==> config.mk <==
export PLATFORM = sky130hd
export DESIGN_NAME = qpht_mod_unit
export DESIGN_NICKNAME = d
export VERILOG_FILES = /design/src/rtl/qpht_pkg.sv /design/src/rtl/qpht_mod_unit.sv
export SDC_FILE = /design/constraint.sdc
export NUM_CORES = 1
export LEC_CHECK = 0
export ABC_AREA = 1
export BUFFER_PORTS_ARGS = -buffer_cell sky130_fd_sc_hd__buf_2
export CELL_PAD_IN_SITES_DETAIL_PLACEMENT = 1
export CELL_PAD_IN_SITES_GLOBAL_PLACEMENT = 2
export CORE_ASPECT_RATIO = 2
export CORE_MARGIN = 2
export CORE_UTILIZATION = 26
export DETAILED_ROUTE_END_ITERATION = 8
export PLACE_DENSITY_LB_ADDON = 0.1
export REMOVE_ABC_BUFFERS = 1
export SYNTH_ARGS = -nofsm -noshare
export SYNTH_HDL_FRONTEND = slang
export SYNTH_SLANG_ARGS = --single-unit
==> constraint.sdc <==
create_clock -name vclk -period 3.6
set_input_delay 0.18 -clock vclk [all_inputs]
set_output_delay 0.18 -clock vclk [all_outputs]
set_load 0.01 [all_outputs]
==> src/rtl/qpht_pkg.sv <==
`timescale 1ns / 1ps
// ----------------------------------------------------------------------------
// qpht_pkg
// Shared widths, register map and types of the quadratic probe hash table.
// ----------------------------------------------------------------------------
package qpht_pkg;

	localparam int KEY_W   = 31;
	localparam int SIZE_W  = 15;
	localparam int SLOT_W  = 14;
	localparam int COUNT_W = 15;
	localparam int TOTAL_W = 40;

	// configuration port
	localparam int ADDR_W = 3;
	localparam int DATA_W = 32;
	localparam logic REG_TABLE_SIZE = 1'b0;
	localparam logic [SIZE_W-1:0] SIZE_RESET = 15'd2;
	localparam logic [SIZE_W-1:0] SIZE_MIN   = 15'd2;

	// request codes
	localparam logic REQ_INSERT = 1'b0;
	localparam logic REQ_LOOKUP = 1'b1;

	// operands of the shared add / compare-subtract unit
	typedef struct packed {
		logic [SIZE_W:0] a;
		logic [SIZE_W:0] b;
	} mod_op_t;

endpackage

==> src/rtl/qpht_mod_unit.sv <==
`timescale 1ns / 1ps
// ----------------------------------------------------------------------------
// qpht_mod_unit
// Shared add and conditional subtract of the table size: (a + b) mod size
// for any a + b below twice the size. Serves divider steps and probe steps.
// ----------------------------------------------------------------------------
module qpht_mod_unit (
	input  qpht_pkg::mod_op_t             op,
	input  logic [qpht_pkg::SIZE_W-1:0]   size,
	output logic [qpht_pkg::SIZE_W-1:0]   res
);
	import qpht_pkg::*;

	logic [SIZE_W+1:0] sum;
	logic [SIZE_W+1:0] diff;

	assign sum  = {1'b0, op.a} + {1'b0, op.b};
	assign diff = sum - {2'b00, size};
	assign res  = (sum >= {2'b00, size}) ? diff[SIZE_W-1:0] : sum[SIZE_W-1:0];

endmodule

==> qor.yml, run 1 <==
synth_top_family_by_area: "simple AND/OR/NAND/NOR gates"
cp_num_buf_inv: 4
first_pass_iters: 4
seq_area_um2: 0
tightest_slew_ns: 0.373
drc: 0
timing.hold.ws_ns: 0.844
yosys.area.top_type: "nand2_1"
layout_worst_path_cycle_share: 0.918
syn_inst: 357
wl_mm: 6.84
core-area_mm2: 0.00727
io_buffers: 62
synthAdderAreaFrac: 0.221
synth.avg_cell_area_um2: 5.43
slowest_stage: "ha_2"
fmax_mhz: 303
worstPathRequired_ns: 3.42
cp_max_fo: 6
fin_tns_setup_ns: 0
holdCritPathClass: "primary input to output pin"
clkbuf_count: 0
holdBufCountCts: 0
rsz0062_at_grt: "no"
die-area_mm2: 0.00821
crit_arrival_ns: 3.12
io_pins: 62
drt_iter0_drc: 65
syn_to_final_growth_pct: 23.7
synth.cell_area_mm2: 0.00194
ant_nets: 0
use_met1: 0.165
power_frac_comb: 1.000
yosysSeqAreaShare: 0
timing.final.ws_setup_ns: 0.296
drive_above_1_share: 0.203
max-cap-violations: 0
drt-wirelength-per-cell_um: 13.4
die_x_um: 65.1
internal_power_uw: 314
synth-simple-area-share: 0.465
grt_busiest_layer: "met2"
hold_violations: 0
vias: 2395
dpl.hpwl_mm: 6.35
cp_cell_sequence: "buf_2 > ha_1 > inv_1 > fa_1 > o21ai_2 > nand2_1 > nand2_1 > nand2_1 > nand3_1 > nand2_1 > ha_2 > nand3_1 > nor3_2 > nor2_1 > nand2_1 > nand2_2 > buf_4 > nand3_1 > nand2_1 > buf_2"
switchingPower_uw: 519
slew_headroom: 0.750
synth_compound_area_frac: 0.101
post_cts_resized: 0
setup_violations: 0
peakVddDrop_uv: 128
initial_utilization: 0.267
grtUsageMet2: 0.384
synth_mux_area_frac: 0
yosys_warnings: 0
post-cts-setup-buffers: 0
preCtsSetupSlack_ns: 0.195
grt_pass1_vias: 2558
drt-vias-per-instance: 4.70
power.density_mw_per_mm2: 347
nNetsFinal: 500
n_antenna_cell: 0
track_usage: 0.171
critPathMostFrequentCell: "nand2_1"
antenna_found_initial: 0
row_count: 44
netlist_top_cells_area: "nand2_1, ha_1, inv_1"
slowest_delay_ns: 0.41
slew_violations: 0
seq_power_share: 0
gr-total-overflow: 0
die_h_um: 126
grtUsageMet3: 0.00179
finalCriticalPeriod_ns: 3.30
synthTopCellsByCount: "nand2_1, inv_1, nand3_1"
p_leak_uw: 0.00150
critical_path_class: "primary input to output pin"
synthMostInstantiatedCell: "nand2_1"
path_delay_family: "simple AND/OR/NAND/NOR gates"
ys_types: 25
setup.worst_path.start_class: "primary input"
grt_max_degree: 17
worst_setup_path_end_kind: "output pin"
p_sw_frac: 0.623
gp_congestion: 0.852
pwr-share-clk: 0
grt_pass1_wl_mm: 11.3
synth_xor_area_frac: 0.0858
status: "finished clean"
synth_top_cell_area_share: 0.246
design.seq.count: 0
kinds of logic (layout without fill, tap and decap cells):
group	Yosys count	count (layout)
adder cells (fa/ha/maj)	33	33
XOR/XNOR	19	19
AND/OR/NAND/NOR	207	207
buffers and inverters	63	124
AO/OA/AOI/OAI	35	35
cell usage in the layout (no fill, tap or decap):
cell      instances
a21o_1            3
a21oi_1          22
a21oi_2           1
and2_1            2
buf_2            62
buf_4             2
fa_1              2
ha_1             29
ha_2              1
ha_4              1
inv_1            60
nand2_1         127
nand2_2           7
nand2_8           1
nand3_1          41
nand3_2           2
nand4_1           2
nor2_1           18
nor2_2            3
nor2_8            1
nor3_1            2
nor3_2            1
o21ai_0           6
o21ai_2           1
o21bai_1          1
o21bai_2          1
xnor2_1           3
xor2_1           15
xor2_2            1
path summary, 6_finish.rpt:
check | slack, ns | depth (start not counted) | to | start
max | 0.30 | 20 | res[11] | op[0]
min | 0.84 | 5 | res[0] | op[16]
metal layers:
metal	share of wire	routed length, um	vias to the layer above
li1	-	-	1257
met1	0.36	2500	1090
met2	0.60	4090	44
met3	0.025	174	4
met4	0.012	83	0
met5	0	0	-
metrics by stage:
step | total power, uW | cell area (um^2) | std cells | util
2_1_floorplan | 553 | 1920 | 354 | -
3_3_place_gp | 831 | 2360 | 510 | 0.324
3_5_place_dp | 835 | 2360 | 510 | 0.324
4_1_cts | 839 | 2360 | 510 | 0.324
5_1_grt | 946 | 2400 | 510 | 0.330
6_report | 833 | 2400 | 510 | 0.330
power groups by stage:
stage | registers, uW | logic [uW] | clock network, uW
after global routing | 0 | 946 | 0
after detailed placement | 0 | 835 | 0
after CTS | 0 | 839 | 0
final | 0 | 833 | 0
after floorplan | 0 | 553 | 0
after global placement | 0 | 831 | 0
area by class of cell:
| class | count | area (um^2) |
|---|---|---|
| Fill cell | 1068 | 4870 |
| Tap cell | 92 | 115 |
| Inverter | 60 | 225 |
| Timing Repair Buffer | 64 | 325 |
| Multi-Input combinational cell | 294 | 1730 |
(Power assumes the default switching activity.)
==> run 2, diff against run 1 <==
--- a/config.mk
+++ b/config.mk
@@ -13,8 +13,9 @@
 export CORE_MARGIN = 2
 export CORE_UTILIZATION = 26
 export DETAILED_ROUTE_END_ITERATION = 8
-export PLACE_DENSITY_LB_ADDON = 0.1
+export PLACE_DENSITY = 0.88
 export REMOVE_ABC_BUFFERS = 1
+export SLEW_MARGIN = 0
 export SYNTH_ARGS = -nofsm -noshare
 export SYNTH_HDL_FRONTEND = slang
 export SYNTH_SLANG_ARGS = --single-unit
==> qor.yml, run 2 (synthesized netlist as in run 1, its figures left out) <==
highest_layer: "met4"
drt-vias-per-instance: 4.71
drt_iter0_drc: 44
design_area_mm2: 0.00247
wl_met3_um: 200
worstPathRequired_ns: 3.42
path_delay_family: "simple AND/OR/NAND/NOR gates"
finalCriticalPeriod_ns: 3.41
setup.worst_path.start_class: "primary input"
holdBufCountCts: 0
layout_worst_path_cycle_share: 0.946
antenna_found_initial: 0
max-cap-violations: 0
nNetsFinal: 504
critical_path_class: "primary input to output pin"
dpl.hpwl_mm: 6.11
row_count: 44
io_pins: 62
gp_congestion: 0.873
grt_pass1_vias: 2543
drc: 0
cp_cell_sequence: "buf_2 > ha_1 > inv_1 > fa_1 > o21ai_2 > nand2_1 > nand2_1 > xor2_2 > ha_4 > a21o_1 > a21oi_1 > nand3_2 > nand3_2 > nand2_1 > nand2_4 > buf_4 > nand3_1 > nand2_1 > buf_2"
n_antenna_cell: 0
clkbuf_count: 0
seq_area_um2: 0
wl_met2_mm: 4.19
hold_violations: 0
slew_headroom: 0.741
design.seq.count: 0
vias: 2421
die_x_um: 65.1
crit_arrival_ns: 3.23
setup_violations: 0
io_buffers: 62
peakVddDrop_uv: 151
ant_nets: 0
slowest_stage: "fa_1"
slowest_delay_ns: 0.42
power.density_mw_per_mm2: 352
drive_above_1_share: 0.209
wl_mm: 6.89
tightest_slew_ns: 0.386
m1WireLength_mm: 2.41
fmax_mhz: 294
track_usage: 0.165
grt_max_degree: 17
final_common_cell: "nand2_1"
drt-wirelength-per-cell_um: 13.4
worst_setup_path_end_kind: "output pin"
grt_pass1_wl_mm: 11.1
cp_num_buf_inv: 4
holdCritPathClass: "primary input to output pin"
fill_cells: 1045
die-area_mm2: 0.00821
critPathMostFrequentCell: "nand2_1"
fin_cells: 514
syn_to_final_growth_pct: 27.2
slew_violations: 0
core-area_mm2: 0.00727
status: "finished clean"
first_pass_iters: 4
cp_max_fo: 8
dpl_cell_area_mm2: 0.00235
fin_tns_setup_ns: 0
die_h_um: 126
postLayoutCoreUtil: 0.340
gr-total-overflow: 0
p_leak_uw: 0.00154
initial_utilization: 0.267
final_cell_mix: "nand2_1, buf_2, inv_1, nand3_1, ha_1"
place_inst: 509
==> run 2: worst min-delay path, cell delays in order <==
cell and delay (ns):
buf_2 0.08, ha_1 0.13, nand3_1 0.08, nand2_1 0.06, buf_2 0.12
==> run 2: layout make-up <==
type                       count  area (um^2)  share of cell area
timing repair buffer          68          380               0.154
multi-input combinational    294         1750               0.708
tap                           92          115              0.0467
inverter                      60          225              0.0913
==> run 2: per-stage QoR <==
stage	hold slack, ns	power, uW	setup slack (ns)
3_3_place_gp	0.825	810	0.0955
2_1_floorplan	0.641	553	0.775
4_1_cts	0.831	832	0.0691
6_report	0.825	868	0.194
5_1_grt	0.869	973	-0.0166
3_5_place_dp	0.830	825	0.0154
==> run 2: timing repair <==
action | in CTS | in global routing
resized for setup | 1 | 6
endpoints found under the setup margin | 2 | 15
pin swaps | 0 | 3
buffers inserted | 0 | 5
==> run 2: metal layers <==
metal | vias up | track usage
li1 | 1262 | -
met1 | 1110 | 0.165
met2 | 45 | 0.361
met3 | 4 | 0.00357
met4 | 0 | 0.0221
met5 | - | 0
==> run 2: worst paths after layout <==
check / startpoint / end / slack [ns] / cells after the start
max: op[0] / res[7] / 0.19 / 19
min: op[16] / res[0] / 0.82 / 5
==> run 2: power breakdown <==
| group | internal [uW] | total, uW | switching [uW] |
|---|---|---|---|
| Combinational | 336 | 868 | 532 |
| Sequential | 0 | 0 | 0 |
| Clock | 0 | 0 | 0 |
| Total | 336 | 868 | 532 |
==> run 3, diff against run 2 <==
--- a/config.mk
+++ b/config.mk
@@ -13,7 +13,7 @@
 export CORE_MARGIN = 2
 export CORE_UTILIZATION = 26
 export DETAILED_ROUTE_END_ITERATION = 8
-export PLACE_DENSITY = 0.88
+export PLACE_DENSITY = 0.92
 export REMOVE_ABC_BUFFERS = 1
 export SLEW_MARGIN = 0
 export SYNTH_ARGS = -nofsm -noshare
==> qor.yml, run 3 (synthesized netlist as in run 1, its figures left out) <==
status: "finished clean"
vias: 2438
worst_setup_path_end_kind: "output pin"
setup_violations: 0
hold_violations: 0
gr-total-overflow: 0
slew_violations: 0
place_inst: 510
seq_area_um2: 0
final_cell_mix: "nand2_1, buf_2, inv_1, nand3_1, ha_1"
multiInputGateArea_mm2: 0.00175
drt-vias-per-instance: 4.75
die-area_mm2: 0.00821
holdCritPathClass: "primary input to output pin"
die_x_um: 65.1
ant_nets: 0
cp_cell_sequence: "buf_2 > ha_1 > inv_1 > fa_1 > o21ai_2 > nand2_1 > nand2_2 > xor2_2 > ha_1 > nand2_1 > nand2_1 > a21oi_1 > nand3_2 > nand3_2 > nand2_1 > nand2_4 > buf_4 > nand3_1 > nand2_1 > buf_2"
layout_worst_path_cycle_share: 0.919
drc: 0
die_h_um: 126
critPathMostFrequentCell: "nand2_1"
peakVddDrop_uv: 137
clkbuf_count: 0
rsz0062_at_grt: "no"
gp_congestion: 0.931
finalCriticalPeriod_ns: 3.31
n_antenna_cell: 0
worstPathRequired_ns: 3.42
row_count: 44
nNetsFinal: 503
m1WireLength_mm: 2.41
drt_iter0_drc: 53
io_pins: 62
cp_max_fo: 9
wl_mm: 6.88
design_area_mm2: 0.00244
syn_to_final_growth_pct: 25.7
power.density_mw_per_mm2: 351
highest_layer: "met4"
fmax_mhz: 302
max-cap-violations: 0
postLayoutCoreUtil: 0.335
setup.worst_path.start_class: "primary input"
critical_path_class: "primary input to output pin"
antenna_found_initial: 0
grt_max_degree: 17
grt_pass1_wl_mm: 11.5
first_pass_iters: 4
fin_tns_setup_ns: 0
io_buffers: 62
track_usage: 0.172
final_common_cell: "nand2_1"
fill_cells: 1056
crit_arrival_ns: 3.13
p_leak_uw: 0.00153
dpl.hpwl_mm: 6.24
drt-wirelength-per-cell_um: 13.4
slowest_stage: "fa_1"
drive_above_1_share: 0.209
fin_cells: 513
initial_utilization: 0.267
wl_met3_um: 170
dpl_cell_area_mm2: 0.00236
slew_headroom: 0.731
slowest_delay_ns: 0.42
core-area_mm2: 0.00727
wl_met2_mm: 4.04
grt_pass1_vias: 2650
design.seq.count: 0
tightest_slew_ns: 0.402
==> run 3: stage by stage <==
stage | total power (uW) | setup WS (ns) | hold slack, ns
2_1_floorplan | 553 | 0.775 | 0.641
3_3_place_gp | 818 | 0.170 | 0.829
3_5_place_dp | 833 | 0.0886 | 0.836
4_1_cts | 837 | 0.0711 | 0.838
5_1_grt | 966 | 0.00641 | 0.889
6_report | 856 | 0.290 | 0.826
==> run 3: timing repair <==
action / 4_1_cts / 5_1_grt
setup buffers: 0 / 3
setup endpoints to repair: 0 / 15
gates resized for setup: 0 / 8
hold endpoints to repair: 0 / 0
hold buffers: 0 / 0
==> run 3: path summary, 6_finish.rpt <==
path	start	endpoint	slack, ns	cells after the start
worst max-delay path	op[0]	res[6]	0.29	20
worst min-delay path	op[16]	res[0]	0.83	5
==> run 3: metal layers <==
layer,up-vias,GRT usage
met4,0,0.0478
met1,1106,0.169
met5,-,0
li1,1260,-
met3,16,0.00446
met2,56,0.367
==> run 3: report_power, final <==
| part | switching [uW] | internal (uW) |
|---|---|---|
| registers | 0 | 0 |
| clock network | 0 | 0 |
| logic | 531 | 325 |
| total | 531 | 325 |
==> run 3: cell type report <==
type	instances	share of cell area
multi-input cells	294	0.718
repair buffers	67	0.143
well taps	92	0.0472
inverters	60	0.0924
==> run 3: critical path: cells and delay by family <==
kind                       cells  cell delay [ns]
and+or+nand+nor               10             1.03
adders and majority gates      3             0.89
xor gates and xnor gates       1             0.20
AOI/OAI and AO/OA              2             0.39
buffers and inverters          4             0.43
